==> src/hdl/mck_pkg.sv <==
`default_nettype none
// ----------------------------------------------------------------------------
// Morse keyer package
// Shared types, constants and code tables of the Morse character keyer.
// ----------------------------------------------------------------------------
package mck_pkg;

  localparam logic [7:0] EndMark    = 8'h80;
  localparam logic [7:0] TableFirst = 8'd44;
  localparam logic [7:0] TableLast  = 8'd90;
  localparam logic [7:0] LowerFirst = 8'd97;
  localparam logic [7:0] LowerLast  = 8'd122;
  localparam logic [7:0] CaseOffset = 8'd32;
  localparam logic [7:0] SpaceCode  = 8'd32;

  localparam logic [5:0] SpeedMin = 6'd5;
  localparam logic [5:0] SpeedMax = 6'd50;

  localparam logic [2:0] MaxElems = 3'd6;

  localparam logic [2:0] UnitsDot    = 3'd1;
  localparam logic [2:0] UnitsDash   = 3'd3;
  localparam logic [2:0] UnitsGap    = 3'd1;
  localparam logic [2:0] UnitsLetter = 3'd2;
  localparam logic [2:0] UnitsWord   = 3'd7;
  localparam logic [2:0] UnitsSpace  = 3'd7;
  localparam logic [2:0] UnitsErr    = 3'd5;

  // 120 / 15
  localparam logic [4:0] ResetTicks = 5'd8;

  typedef struct packed {
    logic [7:0] code;
    logic       lead;
    logic       lead_long;
    logic       err;
    logic       word_end;
  } mck_desc_t;

  function automatic logic [7:0] morse_code(input logic [5:0] idx);
    case (idx)
      6'd0:  return 8'hCE;
      6'd1:  return 8'h86;
      6'd2:  return 8'h56;
      6'd3:  return 8'h94;
      6'd4:  return 8'hFC;
      6'd5:  return 8'h7C;
      6'd6:  return 8'h3C;
      6'd7:  return 8'h1C;
      6'd8:  return 8'h0C;
      6'd9:  return 8'h04;
      6'd10: return 8'h84;
      6'd11: return 8'hC4;
      6'd12: return 8'hE4;
      6'd13: return 8'hF4;
      6'd14: return 8'hE2;
      6'd15: return 8'hAA;
      6'd16: return 8'h80;
      6'd17: return 8'h8C;
      6'd18: return 8'h80;
      6'd19: return 8'h32;
      6'd20: return 8'h80;
      6'd21: return 8'h60;
      6'd22: return 8'h88;
      6'd23: return 8'hA8;
      6'd24: return 8'h90;
      6'd25: return 8'h40;
      6'd26: return 8'h28;
      6'd27: return 8'hD0;
      6'd28: return 8'h08;
      6'd29: return 8'h20;
      6'd30: return 8'h78;
      6'd31: return 8'hB0;
      6'd32: return 8'h48;
      6'd33: return 8'hE0;
      6'd34: return 8'hA0;
      6'd35: return 8'hF0;
      6'd36: return 8'h68;
      6'd37: return 8'hD8;
      6'd38: return 8'h50;
      6'd39: return 8'h10;
      6'd40: return 8'hC0;
      6'd41: return 8'h30;
      6'd42: return 8'h18;
      6'd43: return 8'h70;
      6'd44: return 8'h98;
      6'd45: return 8'hB8;
      6'd46: return 8'hC8;
      default: return EndMark;
    endcase
  endfunction

  // 120 / speed, integer
  function automatic logic [4:0] ticks_per_unit(input logic [5:0] speed);
    case (speed) inside
      6'd5:            return 5'd24;
      6'd6:            return 5'd20;
      6'd7:            return 5'd17;
      6'd8:            return 5'd15;
      6'd9:            return 5'd13;
      6'd10:           return 5'd12;
      [6'd11:6'd12]:   return 5'd10;
      6'd13:           return 5'd9;
      [6'd14:6'd15]:   return 5'd8;
      [6'd16:6'd17]:   return 5'd7;
      [6'd18:6'd20]:   return 5'd6;
      [6'd21:6'd24]:   return 5'd5;
      [6'd25:6'd30]:   return 5'd4;
      [6'd31:6'd40]:   return 5'd3;
      [6'd41:6'd50]:   return 5'd2;
      default:         return ResetTicks;
    endcase
  endfunction

endpackage
`default_nettype wire

==> src/hdl/morse_character_keyer_core.sv <==
`default_nettype none
// ----------------------------------------------------------------------------
// Morse character keyer core
// Turns ASCII characters into timed key-down / key-up intervals.
//
// Input channel: char_code_i, word_end_i with in_valid_i / in_stall_o; one
// transaction per character. Output channel: key_down_o, duration_ticks_o,
// status_o, last_o with out_valid_o / out_stall_i; one transaction per key
// interval, last_o marks the final interval of a character.
// The front end classifies a character in the accept cycle into a two-entry
// descriptor queue; the sequencer emits one interval per cycle while a
// descriptor is queued and the output is not stalled, which sets the
// throughput. A character takes 1 to 14 intervals; its descriptor is
// registered in the queue, then each interval in the output register.
// cfg_we_i / cfg_wdata_i load the speed in words per minute; values outside
// 5..50 are ignored. Write only while the block is idle.
// Reset empties the queue and output register and sets 15 wpm.
// A stalled receiver holds the output register; the queue fills, then
// in_stall_o rises.
// ----------------------------------------------------------------------------
module morse_character_keyer_core import mck_pkg::*; (
  input  wire logic       clk_i,
  input  wire logic       rst_ni,
  input  wire logic       cfg_we_i,
  input  wire logic [5:0] cfg_wdata_i,
  input  wire logic       in_valid_i,
  output logic            in_stall_o,
  input  wire logic [7:0] char_code_i,
  input  wire logic       word_end_i,
  output logic            out_valid_o,
  input  wire logic       out_stall_i,
  output logic            key_down_o,
  output logic [7:0]      duration_ticks_o,
  output logic            status_o,
  output logic            last_o
);

  logic [4:0] ticks_q;
  logic       q_full;
  logic       q_push;
  logic       q_pop;
  logic       q_valid;
  mck_desc_t  push_desc;
  mck_desc_t  head_desc;

  always_ff @(posedge clk_i or negedge rst_ni) begin
    if (!rst_ni) begin
      ticks_q <= ResetTicks;
    end else if (cfg_we_i && cfg_wdata_i >= SpeedMin && cfg_wdata_i <= SpeedMax) begin
      ticks_q <= ticks_per_unit(cfg_wdata_i);
    end
  end

  mck_front u_front (
    .in_valid_i  (in_valid_i),
    .in_stall_o  (in_stall_o),
    .char_code_i (char_code_i),
    .word_end_i  (word_end_i),
    .q_full_i    (q_full),
    .q_push_o    (q_push),
    .q_desc_o    (push_desc)
  );

  mck_queue u_queue (
    .clk_i       (clk_i),
    .rst_ni      (rst_ni),
    .push_i      (q_push),
    .push_desc_i (push_desc),
    .full_o      (q_full),
    .pop_i       (q_pop),
    .valid_o     (q_valid),
    .head_o      (head_desc)
  );

  mck_back u_back (
    .clk_i            (clk_i),
    .rst_ni           (rst_ni),
    .ticks_i          (ticks_q),
    .q_valid_i        (q_valid),
    .q_head_i         (head_desc),
    .q_pop_o          (q_pop),
    .out_valid_o      (out_valid_o),
    .out_stall_i      (out_stall_i),
    .key_down_o       (key_down_o),
    .duration_ticks_o (duration_ticks_o),
    .status_o         (status_o),
    .last_o           (last_o)
  );

endmodule
`default_nettype wire

==> src/hdl/mck_front.sv <==
`default_nettype none
// ----------------------------------------------------------------------------
// Morse keyer front end
// Folds case and classifies each character into a keying descriptor.
// ----------------------------------------------------------------------------
module mck_front import mck_pkg::*; (
  input  wire logic       in_valid_i,
  output logic            in_stall_o,
  input  wire logic [7:0] char_code_i,
  input  wire logic       word_end_i,
  input  wire logic       q_full_i,
  output logic            q_push_o,
  output mck_desc_t       q_desc_o
);

  logic [7:0] c_fold;
  logic [7:0] c_off;

  always_comb begin
    c_fold = char_code_i;
    if (char_code_i >= LowerFirst && char_code_i <= LowerLast) begin
      c_fold = char_code_i - CaseOffset;
    end
    c_off = c_fold - TableFirst;

    q_desc_o.word_end  = word_end_i;
    q_desc_o.code      = EndMark;
    q_desc_o.lead      = 1'b0;
    q_desc_o.lead_long = 1'b0;
    q_desc_o.err       = 1'b0;
    if (c_fold == SpaceCode) begin
      q_desc_o.lead      = 1'b1;
      q_desc_o.lead_long = 1'b1;
    end else if (c_fold < TableFirst || c_fold > TableLast) begin
      q_desc_o.lead = 1'b1;
      q_desc_o.err  = 1'b1;
    end else begin
      q_desc_o.code = morse_code(c_off[5:0]);
    end
  end

  assign in_stall_o = q_full_i;
  assign q_push_o   = in_valid_i & ~q_full_i;

endmodule
`default_nettype wire

==> src/hdl/mck_queue.sv <==
`default_nettype none
// ----------------------------------------------------------------------------
// Morse keyer descriptor queue
// Two-entry queue between the front end and the keying sequencer.
// ----------------------------------------------------------------------------
module mck_queue import mck_pkg::*; (
  input  wire logic      clk_i,
  input  wire logic      rst_ni,
  input  wire logic      push_i,
  input  wire mck_desc_t push_desc_i,
  output logic           full_o,
  input  wire logic      pop_i,
  output logic           valid_o,
  output mck_desc_t      head_o
);

  mck_desc_t  mem_q [2];
  logic       wr_ptr_q;
  logic       rd_ptr_q;
  logic [1:0] count_q;

  always_ff @(posedge clk_i) begin
    if (push_i) begin
      mem_q[wr_ptr_q] <= push_desc_i;
    end
  end

  always_ff @(posedge clk_i or negedge rst_ni) begin
    if (!rst_ni) begin
      wr_ptr_q <= 1'b0;
      rd_ptr_q <= 1'b0;
      count_q  <= 2'd0;
    end else begin
      if (push_i) wr_ptr_q <= ~wr_ptr_q;
      if (pop_i)  rd_ptr_q <= ~rd_ptr_q;
      case ({push_i, pop_i})
        2'b10:   count_q <= count_q + 2'd1;
        2'b01:   count_q <= count_q - 2'd1;
        default: count_q <= count_q;
      endcase
    end
  end

  assign full_o  = count_q[1];
  assign valid_o = count_q != 2'd0;
  assign head_o  = mem_q[rd_ptr_q];

endmodule
`default_nettype wire

==> src/hdl/mck_back.sv <==
`default_nettype none
// ----------------------------------------------------------------------------
// Morse keyer sequencer
// Walks the head descriptor and emits one key interval per cycle while one is queued and the output is not stalled.
// ----------------------------------------------------------------------------
module mck_back import mck_pkg::*; (
  input  wire logic       clk_i,
  input  wire logic       rst_ni,
  input  wire logic [4:0] ticks_i,
  input  wire logic       q_valid_i,
  input  wire mck_desc_t  q_head_i,
  output logic            q_pop_o,
  output logic            out_valid_o,
  input  wire logic       out_stall_i,
  output logic            key_down_o,
  output logic [7:0]      duration_ticks_o,
  output logic            status_o,
  output logic            last_o
);

  typedef enum logic [2:0] {
    PH_START,
    PH_LEAD,
    PH_DOWN,
    PH_UP,
    PH_LETTER,
    PH_WORD
  } phase_e;

  phase_e     phase_q, phase_d, eff;
  logic [2:0] cnt_q, cnt_d;
  logic [7:0] shifted, shifted_nxt;
  logic [2:0] units;
  logic       down;
  logic       last;
  logic       fire;
  logic       out_valid_q;
  logic       key_down_q;
  logic [7:0] duration_q;
  logic       status_q;
  logic       last_q;

  always_comb begin
    shifted     = q_head_i.code << cnt_q;
    shifted_nxt = q_head_i.code << (cnt_q + 3'd1);
    eff = phase_q;
    if (phase_q == PH_START) begin
      if (q_head_i.lead)                eff = PH_LEAD;
      else if (q_head_i.code != EndMark) eff = PH_DOWN;
      else                              eff = PH_LETTER;
    end

    units   = UnitsLetter;
    down    = 1'b0;
    last    = 1'b0;
    phase_d = phase_q;
    cnt_d   = cnt_q;
    case (eff)
      PH_LEAD: begin
        units   = q_head_i.lead_long ? UnitsSpace : UnitsErr;
        phase_d = PH_LETTER;
      end
      PH_DOWN: begin
        down    = 1'b1;
        units   = shifted[7] ? UnitsDash : UnitsDot;
        phase_d = PH_UP;
      end
      PH_UP: begin
        units   = UnitsGap;
        cnt_d   = cnt_q + 3'd1;
        phase_d = (shifted_nxt != EndMark && cnt_d < MaxElems) ? PH_DOWN : PH_LETTER;
      end
      PH_LETTER: begin
        units   = UnitsLetter;
        last    = ~q_head_i.word_end;
        phase_d = PH_WORD;
      end
      PH_WORD: begin
        units = UnitsWord;
        last  = 1'b1;
      end
      default: begin
        units = UnitsLetter;
      end
    endcase
    if (last) begin
      phase_d = PH_START;
      cnt_d   = 3'd0;
    end
  end

  assign fire    = q_valid_i & (~out_valid_q | ~out_stall_i);
  assign q_pop_o = fire & last;

  always_ff @(posedge clk_i or negedge rst_ni) begin
    if (!rst_ni) begin
      phase_q     <= PH_START;
      cnt_q       <= 3'd0;
      out_valid_q <= 1'b0;
      key_down_q  <= 1'b0;
      duration_q  <= 8'd0;
      status_q    <= 1'b0;
      last_q      <= 1'b0;
    end else begin
      if (fire) begin
        phase_q     <= phase_d;
        cnt_q       <= cnt_d;
        out_valid_q <= 1'b1;
        key_down_q  <= down;
        duration_q  <= 8'(units) * 8'(ticks_i);
        status_q    <= q_head_i.err;
        last_q      <= last;
      end else if (!out_stall_i) begin
        out_valid_q <= 1'b0;
      end
    end
  end

  assign out_valid_o      = out_valid_q;
  assign key_down_o       = key_down_q;
  assign duration_ticks_o = duration_q;
  assign status_o         = status_q;
  assign last_o           = last_q;

`ifndef SYNTH
  a_pop_restarts: assert property (@(posedge clk_i) disable iff (!rst_ni)
    q_pop_o |=> (phase_q == PH_START && cnt_q == 3'd0))
    else $error("sequencer did not restart after final interval");

  a_dur_nonzero: assert property (@(posedge clk_i) disable iff (!rst_ni)
    out_valid_o |-> duration_ticks_o != 8'd0)
    else $error("zero-length key interval");

  a_cnt_bound: assert property (@(posedge clk_i) disable iff (!rst_ni)
    cnt_q <= MaxElems)
    else $error("element count overrun");

  a_fire_needs_item: assert property (@(posedge clk_i) disable iff (!rst_ni)
    phase_q != PH_START |-> q_valid_i)
    else $error("sequencer mid-character without a queued descriptor");
`endif

endmodule
`default_nettype wire

==> config.mk <==
export PLATFORM = sky130hd
export DESIGN_NAME = morse_character_keyer_core
export DESIGN_NICKNAME = d
export VERILOG_FILES = /design/src/hdl/mck_pkg.sv /design/src/hdl/morse_character_keyer_core.sv /design/src/hdl/mck_front.sv /design/src/hdl/mck_queue.sv /design/src/hdl/mck_back.sv
export SDC_FILE = /design/constraint.sdc
export NUM_CORES = 1
export LEC_CHECK = 0
export ABC_AREA = 1
export ABC_CLOCK_PERIOD_IN_PS = 7950
export BUFFER_PORTS_ARGS = -buffer_cell sky130_fd_sc_hd__buf_4
export CAP_MARGIN = 5
export CORE_UTILIZATION = 65
export CTS_CLUSTER_SIZE = 16
export DETAILED_ROUTE_END_ITERATION = 8
export PLACE_DENSITY = 0.89
export SYNTH_ARGS = -nofsm -noshare
export SYNTH_HDL_FRONTEND = slang
export SYNTH_SLANG_ARGS = --single-unit
export TNS_END_PERCENT = 50
==> constraint.sdc <==
create_clock -name clk_i -period 7.95 [get_ports clk_i]
set_input_delay 1.1925 -clock clk_i [delete_from_list [all_inputs] [get_ports clk_i]]
set_output_delay 1.1925 -clock clk_i [all_outputs]
set_load 0.02 [all_outputs]
# Yosys cells after proc, flatten, opt, wreduce, memory -nomap -nowiden
# Memory sizes are Yosys's and may differ from the RTL's.
# Index checks and enable logic that the tools add are counted.
[word_totals]
memories = 2
ff_bits = 27
word_cells = 131
mem_bits_rw = 24
out_inout_bits = 13
mem_bits_ro = 448
input_bits = 20
[mem_list]
columns = ["name", "words", "width", "read_ports", "rd_ports_with_merged_regs", "wr", "line", "text"]
rows = [
  ["(no name shown)", 64, 7, 1, 0, 0, "mck_pkg.sv:41", "case (idx)"],
  ["u_queue.mem_q", 2, 12, 1, 0, 1, "mck_queue.sv:17", "mck_desc_t mem_q [2];"],
]
[op_classes]
n_mul = 1
bitwise_logic = 10
add_sub_neg = 5
n_shift = 2
reduce_logical = 20
order_cmp = 22
eq_ne = 18
mux = 40
[op_table]
columns = ["operator", "count"]
rows = [
  ["two-way mux 5 bit", 7],
  ["two-way mux 4 bit", 8],
  ["greater-or-equal comparator 6 x 5 -> 1 bit (second input constant)", 5],
  ["== test 6 x 4 -> 1 bit (second input constant)", 4],
  ["less-or-equal comparator 6 x 5 -> 1 bit (second input constant)", 4],
  ["two-way mux 8 bit", 3],
  ["one-hot mux 3 bit (4 select lines)", 2],
  ["two-way mux 3 bit", 7],
  ["== test 6 x 3 -> 1 bit (second input constant)", 3],
  ["inequality test 8 bit (second input constant)", 2],
  ["left shift 8 x 3 -> 8 bit", 2],
  ["greater-or-equal comparator 6 x 4 -> 1 bit (second input constant)", 2],
  ["less-or-equal comparator 6 x 4 -> 1 bit (second input constant)", 2],
  ["less-or-equal comparator 6 bit (second input constant)", 2],
  ["logical AND 1 bit", 12],
  ["two-way mux 1 bit", 9],
  ["== test 8 x 6 -> 1 bit (second input constant)", 1],
  ["greater-or-equal comparator 8 x 7 -> 1 bit (second input constant)", 1],
  ["greater-than comparator 8 x 7 -> 1 bit (second input constant)", 1],
  ["less-or-equal comparator 8 x 7 -> 1 bit (second input constant)", 1],
  ["< comparator 8 x 6 -> 1 bit (second input constant)", 1],
  ["multiplier 3 x 5 -> 8 bit", 1],
  ["subtractor 8 x 6 -> 8 bit (second input constant)", 1],
  ["== test 3 x 2 -> 1 bit (second input constant)", 2],
  ["23 further kinds", 35],
]

# Logic depth before layout (Yosys ltp)
[logic_depth]
word_depth = 17
depth_mapped = 23
ltp_nobuf = 22

# Modules after synthesis
# Synthesis repeated with hierarchy kept, for this count alone.
[hier_totals]
hier_cells = 579
hier_area_um2 = 4065.1
[by_module_without_submodules]
columns = ["module", "n_inst", "area_per_inst_um2", "seq_area_each_um2", "cells_each"]
rows = [
  ["mck_back", 1, 1497.7, 450.4, 227],
  ["mck_queue", 1, 1096.1, 820.8, 85],
  ["mck_front", 1, 935.9, 0.0, 176],
  ["morse_character_keyer_core", 1, 535.5, 126.4, 91],
]

# Worst setup path after synthesis
# OpenSTA, ideal clock, no wires.
[synth_path]
path_kind = "reg-to-reg"
start = "reg u_queue.rd_ptr_q"
end = "reg u_back.duration_q[7] (netlist: u_back.duration_ticks_o[7])"
t_required_ns = 7.824
n_path_buf = 1
setup_ns = 0.126
slack_ns = 4.881
arrival_time_ns = 2.944
period_less_slack_ns = 3.069
path_stages_with_launch = 23
cell_sequence = "dfrtp_1 -> inv_2 -> buf_6 -> nand2_2 -> nand2_2 -> nand2_2 -> nor2_4 -> nand2_2 -> nand2_4 -> nand3b_4 -> nor2_1 -> nor2_2 -> nand2_1 -> nand2_1 -> fa_1 -> inv_1 -> ha_1 -> nand2_1 -> nor2_1 -> a211oi_1 -> nor2_1 -> o21ai_0 -> a21oi_1"
[synth_between]
elab_chain_cells = 8
elab_cells_between_ends = 14
classes_between = "mul: 1; eq/ne: 5; shift: 1; mux: 6; memory: 1"
[synth_rtl]
columns = ["item", "line", "text"]
rows = [
  ["start, declared", "mck_queue.sv:19", "logic rd_ptr_q;"],
  ["start signal, assigned", "mck_queue.sv:35", "if (pop_i) rd_ptr_q <= ~rd_ptr_q;"],
  ["memory (2 x 12 bit) *", "n/a", ""],
  ["inequality test 8 bit", "mck_back.sv:49", "else if (q_head_i.code != EndMark) eff = PH_DOWN;"],
  ["two-way mux 3 bit", "mck_back.sv:49", ""],
  ["two-way mux 3 bit", "mck_back.sv:48", "if (q_head_i.lead) eff = PH_LEAD;"],
  ["two-way mux 3 bit", "mck_back.sv:47", "if (phase_q == PH_START) begin"],
  ["== test 3 bit, or another cell as far along", "mck_back.sv:58", "case (eff)"],
  ["one-hot mux 3 bit (4 select lines) *", "mck_back.sv:58", ""],
  ["multiplier 3 x 5 -> 8 bit *", "mck_back.sv:110", "duration_q <= 8'(units) * 8'(ticks_i);"],
  ["end signal, assigned", "mck_back.sv:110", ""],
  ["end, declared", "mck_back.sv:39", "logic [7:0] duration_q;"],
]
# Every way passes the cells marked *; elsewhere a longest branch is shown, timed or not.
# A chain may end at the register's enable or synchronous reset.

# Worst setup path after layout
# Ends and elaborated chain as after synthesis.

==> impl_metrics.csv <==
group,metric,value,unit
yosys,synth.cell_area,3740,sq um
setup_path,critical-path-slowest-cell,"dfrtp_1",
yosys,syn_area_per_cell,7.35,sq um
global_route,grt_pass1_vias,3240,
drt,drtAntennaViolNets,0,
yosys,synth.largest_area_cell,"edfxtp_1",
yosys,ys_types,40,
floorplan,rows,27,
placement,io_buffers,32,
clocking,cts.repair.resized,0,
layout,drive_gt1_share,14.2,%
placement,gp_congestion,0.988,
layout,area_growth,10.3,%
yosys,ys_seq_area_share,35.7,%
floorplan,pin_count,33,
power,ir_drop,0.160,mV
sta,period_share,46.7,%
placement,placed_cells,606,
floorplan,die_area,6070,sq um
yosys,ys_ff_latch,49,
setup_path,r2r_cells,22,
sta,fmax,0.269,GHz
placement,hpwl,6.02,mm
sta,maxSlewHeadroom,43.7,%
clocking,clockBufferDepth,2,
sta,finClkSkew,0.0184,ns
power,power_leakage,2.07,nW
clocking,path_clk_slew,0.10,ns
sta,rsz0062_at_grt,"no",
clocking,postCtsSetupRepairBufs,0,
setup_path,critical-path-max-stage-delay,0.63,ns
setup_path,worstPathMaxFanout,13,
hold_path,hold_depth,2,
clocking,numCtsBuffers,5,
sta,tightest_slew,0.841,ns
sta,drv_slew,0,
yosys,synthTopCellsByArea,"edfxtp_1 18%, dfrtp_1 17%, nand2_1 14%, ha_1 7.4%, inv_1 6.5%",
global_route,grt_usage,27.6,%
global_route,gr-total-overflow,0,
sta,layout_min_cycle_time,3.71,ns
clocking,holdBufCountCts,0,
setup_path,worstPathCellList,"inv_2 > nand2_1 > nand2_1 > nand2_1 > nor2_4 > nand2_2 > nand2_4 > nand2_4 > nand2_1 > nor2_1 > nand2_1 > nand2_1 > nand2_1 > fa_1 > inv_1 > ha_1 > nand2_1 > nor2_1 > a211oi_1 > nor2_1 > o21ai_0 > a21oi_1",
drt,via_per_inst,5.48,
hold_path,hold_path_class,"reg2reg",
clocking,cts_root_buffer,"clkbuf_8",
clocking,htree_levels,2,
power,power_density,306,nW/um^2
sta,fin_tns_setup,0,ns
setup_path,crit_top_cell,"nand2_1",
yosys,synth_warnings,0,
layout,instances_no_fill,614,
floorplan,core,5540,sq um
drt,drt-total-wl,7.64,mm
drt,drc_errors,0,
yosys,syn_nets,555,
global_route,grt_max_degree,28,
hold_path,hold_path_startpoint,"u_back.duration_ticks_o[2]",
setup_path,startpoint_type,"register",
sta,finalHoldViolCount,0,
setup_path,r2r-start,"u_queue.rd_ptr_q",
floorplan,die_h,77.9,um
drt,dr_total_vias,3366,
setup_path,r2r_setup_slack,4.24,ns
status,outcome,"complete, no violations",
yosys,synth_cells,509,
clocking,cts_tree,"done",
placement,dpl-instance-area,4030,sq um
layout,final_cell_area,4130,sq um
clocking,clkSinkCount,49,
yosys,synth_top_area_share,17.6,%
setup_path,crit_start,"u_queue.rd_ptr_q",
layout,antenna_cells,0,
flow_run,cap_violations,0,
clocking,clkLatencyLatePin,0.31,ns
sta,setup_viol,0,
floorplan,die_w,77.9,um
setup_path,end_kind,"register",
floorplan,start_util,67.6,%
global_route,grt_pass1_wl,13.4,mm
power,power,1.26,mW
setup_path,critical_path_class,"reg2reg",
drt,dr.pass1.iters,5,
setup_path,cp.required,8.15,ns
sta,whs,0.503,ns
global_route,antenna_found_initial,0,
drt,wl_per_cell,12.4,um
setup_path,cp_data_arrival_time,3.91,ns
drt,drt_iter0_markers,191,
layout,fin_nets,587,
## flip-flops by register name, summed over array words and instances (netlist names)
name	cells
ticks_q	5
u_back.cnt_q	3
u_back.duration_ticks_o	8
u_back.key_down_o	1
u_back.last_o	1
u_back.out_valid_o	1
u_back.phase_q	3
u_back.status_o	1
u_queue.count_q	2
u_queue.mem_q	22
u_queue.rd_ptr_q	1
u_queue.wr_ptr_q	1
## report_power, final
part           internal [mW]  total (mW)  switching (mW)
Clock                 0.0642       0.151          0.0865
Combinational          0.258       0.716           0.457
Sequential             0.341       0.396          0.0556
Total                  0.663        1.26           0.600
## stage by stage
stage | setup slack (ns) | util, %
floorplan | 4.88 | -
global placement | 4.45 | 72.8
detailed placement | 4.33 | 72.8
CTS | 4.25 | 74.5
global route | 3.84 | 74.5
finish | 4.24 | 74.5
## synth_stat cells (all sizes together)
cell / count
nand2: 162
inv: 70
nor2: 54
o21ai: 37
nand3: 34
dfrtp: 26
edfxtp: 22
ha: 22
a21oi: 19
a31oi: 8
nand4: 7
o211ai: 5
xor2: 5
a211oi: 4
buf: 4
clkbuf: 4
clkinv: 4
fa: 4
nand3b: 4
nor3: 3
a22oi: 2
o21bai: 2
o31ai: 2
xnor2: 2
a32o: 1
dfstp: 1
o22ai: 1
## kinds of logic (layout without fill, tap and decap cells)
group	count (synthesis)	after routing	share of synthesized area, %
xor+xnor	7	7	1.64
compound gates	81	81	12.5
simple gates	264	264	31.9
buf+inv	82	115	8.76
fa+ha+maj	26	26	9.49
flops	49	49	35.7
## cell usage in the layout, fill, tap and decap left out, types with 2 or more instances in the layout
cell type / count
clkbuf_8: 5
inv_1: 65
nand2_1: 144
nand4_1: 6
o211ai_1: 5
fa_1: 4
clkinv_2: 2
nor2_2: 3
a21oi_1: 19
nand3b_1: 3
xor2_1: 5
nand3_1: 33
nor3_1: 3
xnor2_1: 2
inv_2: 5
o31ai_1: 2
dfrtp_1: 26
o21ai_0: 35
ha_1: 22
o21bai_1: 2
nand2_4: 3
a22oi_1: 2
clkinv_1: 2
nor2_4: 2
a31oi_1: 7
nand2_2: 15
buf_4: 33
nor2_1: 49
edfxtp_1: 22
a211oi_1: 4
## worst paths after layout
kind                                              end
max                        u_back.duration_ticks_o[7]
min                        u_back.duration_ticks_o[2]
max reg2reg                u_back.duration_ticks_o[7]
min reg2reg                u_back.duration_ticks_o[2]
max in group asynchronous                  ticks_q[3]
min in group asynchronous               u_back.last_o
## layer usage
| layer | track usage (%) | share of wire (%) | up-vias |
|---|---|---|---|
| met1 | 32.8 | 42 | 1502 |
| met3 | 3.53 | 5.5 | 21 |
| met5 | 0 | 0 | - |
| li1 | - | - | 1724 |
| met2 | 50.4 | 51 | 119 |
| met4 | 10.6 | 1.9 | 0 |
## final cells by class
type                       instances  area [sq um]
sequential                        49          1340
clock inverter                     3          25.0
multi-input combinational        378          2080
tap                               72          90.1
clock buffer                       5          68.8
inverter                          74           280
timing repair buffer              33           248
fill                             424          1410
## worst max-delay path: cells and delay by family (launching register included)
| kind | cells | cell delay, ns |
|---|---|---|
| AO/OA/AOI/OAI | 3 | 0.55 |
| flip-flops | 1 | 0.63 |
| adder cells (fa/ha/maj) | 2 | 0.85 |
| buffers and inverters | 2 | 0.27 |
| AND/OR/NAND/NOR | 15 | 1.28 |
(Power assumes the default switching activity.)
